`config.mk`:
```
export PLATFORM = sky130hd
export DESIGN_NAME = chunk_stream_deframer
export DESIGN_NICKNAME = d
export VERILOG_FILES = /design/src/sv/csd_pkg.sv /design/src/sv/csd_in_reg.sv /design/src/sv/csd_parse.sv /design/src/sv/chunk_stream_deframer.sv
export SDC_FILE = /design/constraint.sdc
export NUM_CORES = 1
export LEC_CHECK = 0
export BUFFER_PORTS_ARGS = -buffer_cell sky130_fd_sc_hd__buf_2
export CAP_MARGIN = 10
export CORE_MARGIN = 3
export CORE_UTILIZATION = 60
export DETAILED_ROUTE_END_ITERATION = 10
export GPL_TIMING_DRIVEN = 1
export PLACE_DENSITY = 0.79
export SLEW_MARGIN = 25
export SYNTH_ARGS = -nofsm -noshare
export SYNTH_HDL_FRONTEND = slang
export SYNTH_SLANG_ARGS = --single-unit
```
`constraint.sdc`:
```
create_clock -name clk -period 18.7 [get_ports clk]
set_input_delay 1.87 -clock clk [delete_from_list [all_inputs] [get_ports clk]]
set_output_delay 1.87 -clock clk [all_outputs]
set_load 0.05 [all_outputs]
```
`src/sv/csd_pkg.sv`:
```
// Shared types, codes and helpers for the chunk stream deframer.
package csd_pkg;

    localparam int unsigned BYTE_W   = 8;
    localparam int unsigned KIND_W   = 2;
    localparam int unsigned TS_W     = 24;
    localparam int unsigned LEN_W    = 24;
    localparam int unsigned TYPE_W   = 8;
    localparam int unsigned STREAM_W = 32;
    localparam int unsigned CHAN_W   = 6;
    localparam int unsigned COUNT_W  = 32;
    localparam int unsigned CSIZE_W  = 24;
    localparam int unsigned CFG_W    = 32;
    localparam int unsigned CIDX_W   = 1;

    // Packed width of the result tdata, rounded up to whole bytes
    localparam int unsigned RES_BITS = BYTE_W + TS_W + LEN_W + TYPE_W + STREAM_W
                                     + CHAN_W + 1 + COUNT_W;
    localparam int unsigned RES_W    = ((RES_BITS + 7) / 8) * 8;

    // Byte kinds
    localparam logic [KIND_W-1:0] BK_HEADER  = 2'd0;
    localparam logic [KIND_W-1:0] BK_PAYLOAD = 2'd1;
    localparam logic [KIND_W-1:0] BK_CONT    = 2'd2;

    // Configuration register indexes
    localparam logic [CIDX_W-1:0] CFG_CHUNK_SIZE = 1'b0;
    localparam logic [CIDX_W-1:0] CFG_ACK_WINDOW = 1'b1;

    // Control message types
    localparam logic [TYPE_W-1:0] MSG_SET_CHUNK = 8'd1;
    localparam logic [TYPE_W-1:0] MSG_WINDOW    = 8'd5;

    // Chunk header types and their full header sizes
    localparam logic [1:0] CT_FULL  = 2'd0;
    localparam logic [1:0] CT_DELTA = 2'd1;
    localparam logic [1:0] CT_TIME  = 2'd2;
    localparam logic [3:0] HLEN_FULL  = 4'd12;
    localparam logic [3:0] HLEN_DELTA = 4'd8;
    localparam logic [3:0] HLEN_TIME  = 4'd4;
    localparam logic [3:0] HLEN_CONT  = 4'd1;

    localparam logic [CSIZE_W-1:0] CSIZE_MAX   = '1;
    localparam logic [CSIZE_W-1:0] RST_CSIZE   = 24'd128;
    localparam logic [COUNT_W-1:0] RST_WINDOW  = 32'd2500000;

    typedef struct packed {
        logic [KIND_W-1:0]   byte_kind;
        logic                message_done;
        logic [COUNT_W-1:0]  ack_value;
        logic                ack_now;
        logic [CHAN_W-1:0]   chunk_channel;
        logic [STREAM_W-1:0] msg_stream;
        logic [TYPE_W-1:0]   msg_kind;
        logic [LEN_W-1:0]    msg_length;
        logic [TS_W-1:0]     msg_timestamp;
        logic [BYTE_W-1:0]   payload_byte;
    } res_item_t;

    typedef struct packed {
        logic               valid;
        logic [CIDX_W-1:0]  index;
        logic [CFG_W-1:0]   data;
    } cfg_write_t;

    function automatic logic [CSIZE_W-1:0] clamp_chunk(input logic [CFG_W-1:0] v);
        logic [CSIZE_W-1:0] r;
        if (v == '0)
            r = {{(CSIZE_W-1){1'b0}}, 1'b1};
        else if (v[CFG_W-1:CSIZE_W] != '0)
            r = CSIZE_MAX;
        else
            r = v[CSIZE_W-1:0];
        return r;
    endfunction

endpackage

```
`src/sv/csd_in_reg.sv`:
```
// Input register stage: holds one received byte until the parser takes it.
module csd_in_reg
(
    input  logic                          clk,
    input  logic                          rst_n,
    input  logic                          s_tvalid,
    output logic                          s_tready,
    input  logic [csd_pkg::BYTE_W-1:0]    s_tdata,
    input  logic                          take,
    output logic                          byte_valid,
    output logic [csd_pkg::BYTE_W-1:0]    byte_data
);

    logic                       valid_reg;
    logic                       valid_next;
    logic [csd_pkg::BYTE_W-1:0] data_reg;
    logic                       load;

    assign s_tready   = !valid_reg || take;
    assign load       = s_tvalid && s_tready;
    assign valid_next = load ? 1'b1 : (take ? 1'b0 : valid_reg);

    always_ff @(posedge clk or negedge rst_n)
    begin
        if (!rst_n)
        begin
            valid_reg <= 1'b0;
        end
        else
        begin
            valid_reg <= valid_next;
        end
    end

    always_ff @(posedge clk)
    begin
        if (load)
        begin
            data_reg <= s_tdata;
        end
    end

    assign byte_valid = valid_reg;
    assign byte_data  = data_reg;

endmodule

```
`src/sv/csd_parse.sv`:
```
// Header parser, payload counters, acknowledge accounting and result register.
module csd_parse
(
    input  logic                          clk,
    input  logic                          rst_n,
    input  logic                          byte_valid,
    input  logic [csd_pkg::BYTE_W-1:0]    byte_data,
    output logic                          take,
    input  csd_pkg::cfg_write_t           cfg,
    output logic                          res_valid,
    input  logic                          res_ready,
    output csd_pkg::res_item_t            res
);

    localparam logic [1:0] PH_BASIC   = 2'd0;
    localparam logic [1:0] PH_HEADER  = 2'd1;
    localparam logic [1:0] PH_PAYLOAD = 2'd2;
    localparam logic [1:0] PH_CONT    = 2'd3;

    logic [1:0]                    phase_reg, phase_next;
    logic [3:0]                    pos_reg, pos_next;
    logic [3:0]                    hlen_reg, hlen_next;
    logic [1:0]                    ctype_reg, ctype_next;
    logic [csd_pkg::TS_W-1:0]      ts_reg, ts_next;
    logic [csd_pkg::LEN_W-1:0]     len_reg, len_next;
    logic [csd_pkg::TYPE_W-1:0]    type_reg, type_next;
    logic [csd_pkg::STREAM_W-1:0]  stream_reg, stream_next;
    logic [csd_pkg::CHAN_W-1:0]    chan_reg, chan_next;
    logic [csd_pkg::LEN_W-1:0]     left_reg, left_next;
    logic [csd_pkg::CSIZE_W-1:0]   fill_reg, fill_next;
    logic [csd_pkg::CFG_W-1:0]     cw_reg, cw_next;
    logic [csd_pkg::CSIZE_W-1:0]   csize_reg, csize_next;
    logic [csd_pkg::COUNT_W-1:0]   win_reg, win_next;
    logic [csd_pkg::COUNT_W-1:0]   total_reg, total_next;
    logic [csd_pkg::COUNT_W-1:0]   acked_reg, acked_next;
    logic                          valid_reg, valid_next;
    csd_pkg::res_item_t            res_reg, res_next;

    logic                          begin_pl;
    logic                          finish;
    logic [3:0]                    hlen_dec;
    logic [3:0]                    hlen_cur;
    logic [csd_pkg::LEN_W-1:0]     consumed;
    logic [csd_pkg::COUNT_W-1:0]   sum;
    logic [csd_pkg::COUNT_W-1:0]   since_ack;

    assign take       = byte_valid && (!valid_reg || res_ready);
    assign valid_next = take ? 1'b1 : (res_ready ? 1'b0 : valid_reg);

    always_comb
    begin
        unique case (byte_data[7:6])
            csd_pkg::CT_FULL:  hlen_dec = csd_pkg::HLEN_FULL;
            csd_pkg::CT_DELTA: hlen_dec = csd_pkg::HLEN_DELTA;
            csd_pkg::CT_TIME:  hlen_dec = csd_pkg::HLEN_TIME;
            default:           hlen_dec = csd_pkg::HLEN_CONT;
        endcase
    end

    assign hlen_cur  = (phase_reg == PH_BASIC) ? hlen_dec : hlen_reg;
    assign consumed  = len_reg - left_reg;
    assign sum       = total_reg + {{(csd_pkg::COUNT_W-csd_pkg::LEN_W){1'b0}}, len_reg}
                     + {{(csd_pkg::COUNT_W-4){1'b0}}, hlen_cur};
    assign since_ack = sum - acked_reg;

    always_comb
    begin
        phase_next  = phase_reg;
        pos_next    = pos_reg;
        hlen_next   = hlen_reg;
        ctype_next  = ctype_reg;
        ts_next     = ts_reg;
        len_next    = len_reg;
        type_next   = type_reg;
        stream_next = stream_reg;
        chan_next   = chan_reg;
        left_next   = left_reg;
        fill_next   = fill_reg;
        cw_next     = cw_reg;
        csize_next  = csize_reg;
        win_next    = win_reg;
        total_next  = total_reg;
        acked_next  = acked_reg;
        res_next    = res_reg;
        begin_pl    = 1'b0;
        finish      = 1'b0;

        if (take)
        begin
            res_next = '0;
            unique case (phase_reg)
                PH_BASIC:
                begin
                    ctype_next = byte_data[7:6];
                    chan_next  = byte_data[csd_pkg::CHAN_W-1:0];
                    hlen_next  = hlen_dec;
                    pos_next   = 4'd1;
                    if (hlen_dec > csd_pkg::HLEN_CONT)
                        phase_next = PH_HEADER;
                    else
                        begin_pl = 1'b1;
                end
                PH_HEADER:
                begin
                    if (ctype_reg == csd_pkg::CT_FULL)
                    begin
                        priority if (pos_reg <= 4'd3)
                            ts_next = {ts_reg[csd_pkg::TS_W-9:0], byte_data};
                        else if (pos_reg <= 4'd6)
                            len_next = {len_reg[csd_pkg::LEN_W-9:0], byte_data};
                        else if (pos_reg == 4'd7)
                            type_next = byte_data;
                        else if (pos_reg == 4'd8)
                            stream_next[7:0] = byte_data;
                        else if (pos_reg == 4'd9)
                            stream_next[15:8] = byte_data;
                        else if (pos_reg == 4'd10)
                            stream_next[23:16] = byte_data;
                        else if (pos_reg == 4'd11)
                            stream_next[31:24] = byte_data;
                    end
                    pos_next = pos_reg + 4'd1;
                    if (pos_next >= hlen_reg)
                        begin_pl = 1'b1;
                end
                PH_PAYLOAD:
                begin
                    res_next.byte_kind    = csd_pkg::BK_PAYLOAD;
                    res_next.payload_byte = byte_data;
                    if (consumed < 24'd4)
                        cw_next = {cw_reg[csd_pkg::CFG_W-9:0], byte_data};
                    left_next = left_reg - 24'd1;
                    fill_next = fill_reg + 24'd1;
                    if (left_next == '0)
                        finish = 1'b1;
                    else if (fill_next >= csize_reg)
                    begin
                        fill_next  = '0;
                        phase_next = PH_CONT;
                    end
                end
                default:
                begin
                    res_next.byte_kind = csd_pkg::BK_CONT;
                    phase_next         = PH_PAYLOAD;
                end
            endcase

            if (begin_pl)
            begin
                left_next = len_reg;
                fill_next = '0;
                cw_next   = '0;
                if (len_reg == '0)
                    finish = 1'b1;
                else
                    phase_next = PH_PAYLOAD;
            end

            if (finish)
            begin
                res_next.message_done = 1'b1;
                total_next = sum;
                if (since_ack >= win_reg)
                begin
                    res_next.ack_now   = 1'b1;
                    res_next.ack_value = sum;
                    acked_next         = sum;
                end
                if (len_reg >= 24'd4)
                begin
                    if (type_reg == csd_pkg::MSG_SET_CHUNK)
                        csize_next = csd_pkg::clamp_chunk(cw_next);
                    else if (type_reg == csd_pkg::MSG_WINDOW)
                        win_next = cw_next;
                end
                phase_next = PH_BASIC;
            end

            res_next.msg_timestamp = ts_next;
            res_next.msg_length    = len_next;
            res_next.msg_kind      = type_next;
            res_next.msg_stream    = stream_next;
            res_next.chunk_channel = chan_next;
        end

        if (cfg.valid)
        begin
            unique case (cfg.index)
                csd_pkg::CFG_CHUNK_SIZE:
                    csize_next = csd_pkg::clamp_chunk(
                        {{(csd_pkg::CFG_W-csd_pkg::CSIZE_W){1'b0}},
                         cfg.data[csd_pkg::CSIZE_W-1:0]});
                default:
                    win_next = cfg.data;
            endcase
        end
    end

    always_ff @(posedge clk or negedge rst_n)
    begin
        if (!rst_n)
        begin
            phase_reg  <= PH_BASIC;
            pos_reg    <= '0;
            hlen_reg   <= csd_pkg::HLEN_CONT;
            ctype_reg  <= '0;
            ts_reg     <= '0;
            len_reg    <= '0;
            type_reg   <= '0;
            stream_reg <= '0;
            chan_reg   <= '0;
            left_reg   <= '0;
            fill_reg   <= '0;
            cw_reg     <= '0;
            csize_reg  <= csd_pkg::RST_CSIZE;
            win_reg    <= csd_pkg::RST_WINDOW;
            total_reg  <= '0;
            acked_reg  <= '0;
            valid_reg  <= 1'b0;
        end
        else
        begin
            phase_reg  <= phase_next;
            pos_reg    <= pos_next;
            hlen_reg   <= hlen_next;
            ctype_reg  <= ctype_next;
            ts_reg     <= ts_next;
            len_reg    <= len_next;
            type_reg   <= type_next;
            stream_reg <= stream_next;
            chan_reg   <= chan_next;
            left_reg   <= left_next;
            fill_reg   <= fill_next;
            cw_reg     <= cw_next;
            csize_reg  <= csize_next;
            win_reg    <= win_next;
            total_reg  <= total_next;
            acked_reg  <= acked_next;
            valid_reg  <= valid_next;
        end
    end

    always_ff @(posedge clk)
    begin
        res_reg <= res_next;
    end

    assign res_valid = valid_reg;
    assign res       = res_reg;

endmodule

```
`src/sv/chunk_stream_deframer.sv`:
```
// Top level of the chunk stream deframer: input stage, parser and result port.
//
//  channel   dir  handshake            payload
//  s_*       in   s_tvalid/s_tready    s_tdata: byte_in
//  m_*       out  m_tvalid/m_tready    m_tdata: result fields, m_tuser: byte_kind,
//                                      m_tlast: message_done
//  cfg_*     in   cfg_valid/cfg_ready  cfg_index, cfg_data
//
//  One item per cycle sustained while m_tready is high; each goes through the input register, then the result register.
//  Each item is parsed in a single pass of counter and field logic between the two.
//  Reset clears the parser to expect a basic header, chunk size 128, window 2500000.
//  A stalled result holds while one more item waits in the input register.
//  Configuration writes are always taken.
module chunk_stream_deframer
(
    input  logic                               clk,
    input  logic                               rst_n,
    input  logic                               s_tvalid,
    output logic                               s_tready,
    input  logic [csd_pkg::BYTE_W-1:0]         s_tdata,  // [7:0] byte_in
    output logic                               m_tvalid,
    input  logic                               m_tready,
    // [7:0] payload_byte, [31:8] msg_timestamp, [55:32] msg_length,
    // [63:56] msg_kind, [95:64] msg_stream, [101:96] chunk_channel,
    // [102] ack_now, [134:103] ack_value, [135] zero
    output logic [csd_pkg::RES_W-1:0]          m_tdata,
    output logic [csd_pkg::KIND_W-1:0]         m_tuser,  // [1:0] byte_kind
    output logic                               m_tlast,
    input  logic                               cfg_valid,
    output logic                               cfg_ready,
    input  logic [csd_pkg::CIDX_W-1:0]         cfg_index,
    input  logic [csd_pkg::CFG_W-1:0]          cfg_data
);

    logic                        byte_valid;
    logic [csd_pkg::BYTE_W-1:0]  byte_data;
    logic                        take;
    csd_pkg::cfg_write_t         cfg;
    csd_pkg::res_item_t          res;

    assign cfg_ready = 1'b1;
    assign cfg.valid = cfg_valid;
    assign cfg.index = cfg_index;
    assign cfg.data  = cfg_data;

    csd_in_reg u_in
    (
        .clk        (clk),
        .rst_n      (rst_n),
        .s_tvalid   (s_tvalid),
        .s_tready   (s_tready),
        .s_tdata    (s_tdata),
        .take       (take),
        .byte_valid (byte_valid),
        .byte_data  (byte_data)
    );

    csd_parse u_parse
    (
        .clk        (clk),
        .rst_n      (rst_n),
        .byte_valid (byte_valid),
        .byte_data  (byte_data),
        .take       (take),
        .cfg        (cfg),
        .res_valid  (m_tvalid),
        .res_ready  (m_tready),
        .res        (res)
    );

    assign m_tdata = {{(csd_pkg::RES_W-csd_pkg::RES_BITS){1'b0}},
                      res.ack_value, res.ack_now, res.chunk_channel, res.msg_stream,
                      res.msg_kind, res.msg_length, res.msg_timestamp, res.payload_byte};
    assign m_tuser = res.byte_kind;
    assign m_tlast = res.message_done;

    a_payload_zero: assert property (@(posedge clk) disable iff (!rst_n)
        m_tvalid && (m_tuser != csd_pkg::BK_PAYLOAD) |-> m_tdata[7:0] == 8'd0)
        else $error("payload byte set on a non-payload item");

    a_ack_zero: assert property (@(posedge clk) disable iff (!rst_n)
        m_tvalid && !m_tdata[102] |-> m_tdata[134:103] == 32'd0)
        else $error("ack value without acknowledge");

    a_ack_on_done: assert property (@(posedge clk) disable iff (!rst_n)
        m_tvalid && m_tdata[102] |-> m_tlast)
        else $error("acknowledge outside message end");

    a_cont_not_last: assert property (@(posedge clk) disable iff (!rst_n)
        m_tvalid && (m_tuser == csd_pkg::BK_CONT) |-> !m_tlast)
        else $error("continuation byte ended a message");

endmodule

```
==> results.txt, run 1 <==
TritonRoute pass-1 iters: 7
Clk_skew: 0.0333 ns
Max FO, Critical Path: 58
Total gr overflow: 0
Yosys reg bits: 454
Power Internal: 0.00245 W
Pre-CTS WS: 10.03 ns
Worst path arrival time: 9.27 ns
# Post-CTS Setup Buffers: 0
CTS tree: yes
Initial Utilization: 0.615
Max-slew violation count: 0
Dpl cells: 3386
Clk slew on worst S/H paths: 0.06 ns
Distinct cells, synth: 86
Gr usage total: 0.301
GRT Max-Usage Layer: met2
Clock power frac: 0.229
CTS root buf: clkbuf_16
Antenna viol nets, final: 0
Outcome: complete, no violations
Total wire length: 69.7 mm
Post-synth ARST share: 0.678
Vias: 21200
Setup-failing EPs final: 0
Max-cap violations: 0
Final WS setup: 9.89 ns
Sequential Power Share: 0.318
Combinational group share of total power: 0.452
Per-cell routed wire length: 20.1 um
Mean Syn Cell Area: 9.58 um2
Num rows: 75
CTS Hold Bufs: 0
GPL Wtd Cong: 0.923
Number of fill cells in the layout: 3220
Max incr delay on CP: 0.80 ns
Core area: 0.0425 mm2
Initial DRC count: 2029
Fin Setup TNS: 0 ns
Setup CP Type: flop to flop
Period utilisation layout: 0.471
Clk_lat worst skew: 0.61 ns
Synth Net Count: 2945
Critical Path RT: 19.16 ns
Max Clk Rate: 113 MHz
Worst Setup End Kind: flop
GRT met3 Usage: 0.0653
Largest net degree at the start of global routing: 152
RSZ-0062 raised after global routing: false
Area Growth Syn to Fin: 11.6%
TritonCTS Buffers: 47
Net switching power: 0.00177 W
Vias per inst: 6.09
Max reg flops: 138
Register area: 0.0121 mm2
Non-filler instance count after layout: 3478
Initial antenna violation count: 0
Crit path top cell by count: o21ai_0
Hold WC Path Type: flop to flop
Num Clock Sinks: 454
Final min period: 8.81 ns
Post-synth EDFFs: 146
Post-DP HPWL: 48.7 mm
R2r setup slk: 9.89 ns
IO Count: 188
Register area share after synthesis: 0.463
First-pass GRT wire length: 113 mm
Synth Cell Area: 0.0261 mm2
Met1 Use GR: 0.409
Synth warnings: 0
Slew HR: 0.254
Die Y: 215 um
Cells after Synth: 2729
Post-cts resize count: 0
Share of layout cells above drive strength 1: 0.143
Multi-input gate area: 0.0129 mm2
Slew at the pin closest to its max-slew limit: 1.11 ns
Met2 usage: 0.477
Peak VDD IR: 0.118 mV
Number of global-route vias before repair: 21000
Final Hold Violating Endpoints: 0
Max Root-Sink Buffers: 3
Sw Share: 0.420
Post-layout util: 0.686
Die area: 0.0461 mm2
Crit start category: flop
Detailed-route DRC error count: 0
Most used DFF post-synth: dfrtp_1
IO buf count: 185
Layout net count: 3076
Worst path slowest cell: nor2_1
CTS H-tree lvls: 2
Power per cell area: 145 mW/mm2
Hold WS: 0.476 ns
Lkg Pwr: 13.9 nW
Die Wd: 215 um
-- final timing paths --
kind | start | end | cells after the start
setup / recovery | u_parse.phase_reg[0] | u_parse.acked_reg[18] | 36
hold / removal | u_parse.hlen_reg[0] | u_parse.hlen_reg[0] | 2
setup reg to reg | u_parse.phase_reg[0] | u_parse.acked_reg[18] | 36
hold reg to reg | u_parse.hlen_reg[0] | u_parse.hlen_reg[0] | 2
max in group asynchronous | rst_n | u_parse.fill_reg[10] | 3
min in group asynchronous | rst_n | u_parse.acked_reg[30] | 1
-- cells in the mapped netlist (all sizes together) (10+ instances only) --
| master | number | share of area |
|---|---|---|
| or3 | 46 | 0.011 |
| and2 | 17 | 0.0041 |
| nor2 | 167 | 0.024 |
| mux2i | 75 | 0.029 |
| ha | 164 | 0.078 |
| a31oi | 49 | 0.012 |
| nand2 | 495 | 0.071 |
| dfrtp | 298 | 0.29 |
| edfxtp | 146 | 0.17 |
| xor2 | 40 | 0.013 |
| or2 | 13 | 0.0031 |
| nor2b | 22 | 0.0053 |
| a21o | 44 | 0.013 |
| dfstp | 10 | 0.010 |
| o31ai | 34 | 0.0098 |
| nor4 | 27 | 0.0065 |
| buf | 13 | 0.0033 |
| clkbuf | 112 | 0.016 |
| inv | 183 | 0.026 |
| nand2b | 34 | 0.0081 |
| a32o | 23 | 0.0088 |
| o21ai | 167 | 0.032 |
| xnor2 | 61 | 0.020 |
| nand4 | 31 | 0.0074 |
| a21oi | 104 | 0.020 |
| o22ai | 11 | 0.0026 |
| mux2 | 93 | 0.040 |
| and3 | 16 | 0.0040 |
| o21a | 15 | 0.0043 |
| nand3 | 48 | 0.0092 |
| nor3 | 37 | 0.0073 |
-- metrics by stage --
stage,total power (W),cell area (um2)
after global routing,0.00450,29200
final,0.00422,29200
after global placement,0.00317,27500
after floorplan,0.00272,26100
after CTS,0.00421,29100
after detailed placement,0.00323,27500
-- power by group through the flow --
stage	Sequential, W	Combinational, W	Clock, W
floorplan	0.00144	0.00128	0
global placement	0.00135	0.00182	0
detailed placement	0.00135	0.00187	0
CTS	0.00134	0.00189	0.000980
global route	0.00136	0.00212	0.00102
finish	0.00134	0.00191	0.000969
-- logic make-up (layout without fill, tap and decap cells) --
group / after synthesis / in the layout / share of synthesized area
and+or+nand+nor: 991 / 991 / 0.173
AOI/OAI and AO/OA: 534 / 534 / 0.132
DFF: 454 / 454 / 0.463
buffers and inverters: 308 / 478 / 0.0457
adders and majority gates: 170 / 170 / 0.0831
muxes: 168 / 168 / 0.0688
xor gates and xnor gates: 102 / 102 / 0.0347
other: 2 / 4 / 0.000287
-- cells in the final DEF, fill, tap and decap left out, types with 44 or more instances in the layout --
master	count
inv_1	182
dfrtp_1	298
or3_1	46
a21o_1	44
a31oi_1	48
mux2_2	93
mux2i_1	75
xnor2_1	61
a21oi_1	101
nand2_1	492
buf_2	184
clkbuf_16	48
o21ai_0	143
edfxtp_1	146
ha_1	164
nand3_1	48
nor2_1	166
-- critical path, delay by kind of cell (launching register included) --
family | cells | cell delay, ns
and+or+nand+nor | 10 | 2.75
adders and majority gates | 4 | 1.58
xor gates and xnor gates | 2 | 0.41
AOI/OAI and AO/OA | 17 | 2.94
DFF | 1 | 0.50
buffers and inverters | 3 | 0.46
-- cell type report --
| class | instances | share of cell area |
|---|---|---|
| clock buffers | 72 | 0.0463 |
| flip-flops and latches | 454 | 0.415 |
| multi-input cells | 1967 | 0.443 |
| diodes | 2 | 0.000172 |
| repair buffers | 207 | 0.0389 |
| clock inverters | 16 | 0.00871 |
| well taps | 577 | 0.0247 |
| inverters | 183 | 0.0238 |
-- routing by layer --
layer  routed length [um]  vias to the layer above
met1                29000                    10200
met3                 5990                      195
li1                     -                     9894
met4                 2650                        0
met5                    0                        -
met2                32100                      887
Note: power is estimated with default switching activity, not from simulation.
==> run 2, diff against run 1 <==
--- a/config.mk
+++ b/config.mk
@@ -5,13 +5,14 @@
 export SDC_FILE = /design/constraint.sdc
 export NUM_CORES = 1
 export LEC_CHECK = 0
+export ABC_AREA = 1
 export BUFFER_PORTS_ARGS = -buffer_cell sky130_fd_sc_hd__buf_2
 export CAP_MARGIN = 10
 export CORE_MARGIN = 3
-export CORE_UTILIZATION = 60
+export CORE_UTILIZATION = 56
 export DETAILED_ROUTE_END_ITERATION = 10
 export GPL_TIMING_DRIVEN = 1
-export PLACE_DENSITY = 0.79
+export PLACE_DENSITY = 0.78
 export SLEW_MARGIN = 25
 export SYNTH_ARGS = -nofsm -noshare
 export SYNTH_HDL_FRONTEND = slang
==> constraint.sdc (replaced) <==
create_clock -name clk -period 7.5 [get_ports clk]
set_input_delay 0.75 -clock clk [delete_from_list [all_inputs] [get_ports clk]]
set_output_delay 0.75 -clock clk [all_outputs]
set_load 0.05 [all_outputs]
==> results.txt, run 2 <==
Max Root-Sink Buffers: 3 (unchanged)
RSZ-0062 raised after global routing: false (unchanged)
Slew at the pin closest to its max-slew limit: 0.964 ns (was 1.11 ns)
Worst Setup End Kind: flop (unchanged)
CTS Hold Bufs: 0 (unchanged)
Count leader, synth: nand2_1 (unchanged)
Synth warnings: 0 (unchanged)
Power per cell area: 464 mW/mm2 (was 145 mW/mm2)
Distinct cells, synth: 60 (was 86)
Final WS setup: 0.637 ns (was 9.89 ns)
Crit path top cell by count: nand2_1 (was o21ai_0)
Max-cap violations: 0 (unchanged)
Max-slew violation count: 0 (unchanged)
Post-DP HPWL: 54.3 mm (was 48.7 mm)
Largest net degree at the start of global routing: 107 (was 152)
Period utilisation layout: 0.915 (was 0.471)
Dpl cells: 4060 (was 3386)
Hold WC Path Type: primary input to async pin (was flop to flop)
Clk_skew: 0.0157 ns (was 0.0333 ns)
Per-cell routed wire length: 17.9 um (was 20.1 um)
Clk slew on worst S/H paths: 0.06 ns (about the same)
Outcome: complete, no violations (unchanged)
Num rows: 79 (was 75)
CP Buf/Inv Count: 7 (was 3)
Pre-CTS WS: 0.231 ns (was 10.03 ns)
Die Y: 225 um (was 215 um)
Worst path slowest cell: dfrtp_1 (was nor2_1)
Top-area cell type share of the netlist area: 0.277 (was 0.285)
# Post-CTS Setup Buffers: 0 (unchanged)
Core area: 0.0470 mm2 (was 0.0425 mm2)
Setup CP Type: flop to flop (unchanged)
Worst path arrival time: 7.33 ns (was 9.27 ns)
Max FO, Critical Path: 64 (was 58)
Fin Setup TNS: 0 ns (unchanged)
First-pass GRT wire length: 119 mm (was 113 mm)
Die area: 0.0507 mm2 (was 0.0461 mm2)
Die Wd: 225 um (was 215 um)
Yosys reg bits: 454 (unchanged)
Number of global-route vias before repair: 22300 (was 21000)
Most frequent cells in the layout: nand2_1, inv_1, o21ai_0, dfrtp_1, a21oi_1 (was nand2_1, dfrtp_1, buf_2, inv_1, nor2_1)
IO Count: 188 (unchanged)
Critical Path RT: 7.97 ns (was 19.16 ns)
Cells after Synth: 3352 (was 2729)
Layout net count: 3721 (was 3076)
Most used DFF post-synth: dfrtp_1 (unchanged)
Crit start category: flop (unchanged)
Tot Pwr: 0.0139 W (was 0.00422 W)
Total gr overflow: 0 (unchanged)
CTS root buf: clkbuf_16 (unchanged)
Initial antenna violation count: 2 (was 0)
Most common cell after layout, fill and taps aside: nand2_1 (unchanged)
Lkg Pwr: 14.9 nW (was 13.9 nW)
Num Clock Sinks: 454 (unchanged)
Vias: 23400 (was 21200)
CTS tree: yes (unchanged)
Post-synth EDFFs: 146 (unchanged)
Synth area leader: dfrtp_1 (unchanged)
Max Clk Rate: 146 MHz (was 113 MHz)
Area contributors post-synth: dfrtp_1, edfxtp_1, nand2_1 (was dfrtp_1, edfxtp_1, ha_1)
Initial Utilization: 0.573 (was 0.615)
Slew HR: 0.357 (was 0.254)
Max reg flops: 138 (unchanged)
Total wire length: 74.4 mm (was 69.7 mm)
TritonRoute pass-1 iters: 6 (was 7)
Antenna viol nets, final: 0 (unchanged)
Final Hold Violating Endpoints: 0 (unchanged)
Non-filler instance count after layout: 4154 (was 3478)
Mean Syn Cell Area: 8.02 um2 (was 9.58 um2)
Share of layout cells above drive strength 1: 0.104 (was 0.143)
Delay-heaviest family, CP: compound AO/OA/AOI/OAI gates (unchanged)
Initial DRC count: 2306 (was 2029)
Area Growth Syn to Fin: 11.7% (was 11.6%)
Final min period: 6.86 ns (was 8.81 ns)
Register area share after synthesis: 0.450 (was 0.463)
Peak VDD IR: 0.306 mV (was 0.118 mV)
Gr usage total: 0.295 (was 0.301)
Synth Net Count: 3568 (was 2945)
Clk_lat worst skew: 0.61 ns (about the same)
TritonCTS Buffers: 50 (was 47)
Detailed-route DRC error count: 0 (unchanged)
IO buf count: 185 (unchanged)
Post-synth top cells: nand2_1, inv_1, o21ai_0 (was nand2_1, dfrtp_1, inv_1)
Setup-failing EPs final: 0 (unchanged)
GPL Wtd Cong: 0.975 (was 0.923)
Post-synth ARST share: 0.678 (unchanged)
ANT cells: 0 (was 2)
Vias per inst: 5.64 (was 6.09)
Max incr delay on CP: 0.45 ns (was 0.80 ns)
CTS H-tree lvls: 2 (unchanged)
Synth Cell Area: 0.0269 mm2 (was 0.0261 mm2)
-- run 2: cell types whose count changed after synthesis, moves of 46 or more --
cell     previous run  this run
o21ai_0           143       346
inv_1             183       479
or3_1              46         0
mux2_2             93         0
mux2i_1            75         1
nand3_1            48       158
nand2_1           495       845
a21oi_1           102       206
-- run 2: layout make-up --
cell class | count | area [um2]
sequential | 454 | 12100
clock buffer | 67 | 1380
fill | 4024 | 16900
multi-input combinational | 2292 | 12500
clock inverter | 27 | 283
inverter | 489 | 1850
timing repair buffer | 218 | 1200
tap | 607 | 759
-- run 2: final timing paths --
path | startpoint | end | slack [ns] | depth (start not counted)
worst max-delay path | u_parse.phase_reg[0] | u_parse.acked_reg[16] | 0.64 | 43
worst min-delay path | rst_n | u_parse.fill_reg[7] | 0.18 | 1
worst max register to register | u_parse.phase_reg[0] | u_parse.acked_reg[16] | 0.64 | 43
worst min register to register | u_parse.ts_reg[21] | u_parse.ts_reg[21] | 0.48 | 2
max in group asynchronous | rst_n | u_parse.acked_reg[13] | 5.78 | 2
min in group clk | s_tdata[5] | u_in.byte_data[5] | 0.32 | 1
-- run 2: layer usage --
| layer | wire length (um) | vias to the layer above | track usage |
|---|---|---|---|
| met4 | 2840 | 0 | 0.118 |
| met5 | 0 | - | 0 |
| met2 | 34400 | 882 | 0.475 |
| met1 | 31900 | 11000 | 0.410 |
| li1 | - | 11300 | - |
| met3 | 5300 | 189 | 0.0373 |
-- run 2: worst register-to-register path: cells and delay by family, from the launching register on --
| family | cells | cell delay (ns) |
|---|---|---|
| simple gates | 19 | 1.92 |
| flops | 1 | 0.45 |
| buf+inv | 7 | 0.66 |
| fa+ha+maj | 5 | 1.64 |
| xor+xnor | 1 | 0.17 |
| compound gates | 11 | 1.92 |
-- run 2: repair_timing --
item	in CTS	in global routing
hold endpoints to repair	0	0
setup endpoints to repair	0	65
resized for setup	0	14
-- run 2: per-stage QoR --
step	utilization	instance area (um2)	hold slack, ns
floorplan	-	26900	0.436
global placement	0.603	28300	0.455
detailed placement	0.603	28300	0.465
CTS	0.639	30000	0.228
global route	0.640	30000	0.264
finish	0.640	30000	0.182
-- run 2: kinds of logic after synthesis --
group                    after synthesis  share of synthesized area
multiplexers                           1                   0.000372
adder cells (fa/ha/maj)              170                     0.0807
flip-flops                           454                      0.450
AO/OA/AOI/OAI                        688                      0.139
XOR/XNOR                              95                     0.0312
AND/OR/NAND/NOR                     1336                      0.210
other                                  2                   0.000279
buffers and inverters                606                     0.0880
-- run 2: power by group --
group | total [W] | internal, W | switching (W) | leakage, nW
Combinational | 0.00785 | 0.00274 | 0.00511 | 8.62
Sequential | 0.00362 | 0.00318 | 0.000440 | 5.49
Clock | 0.00247 | 0.00141 | 0.00106 | 0.791
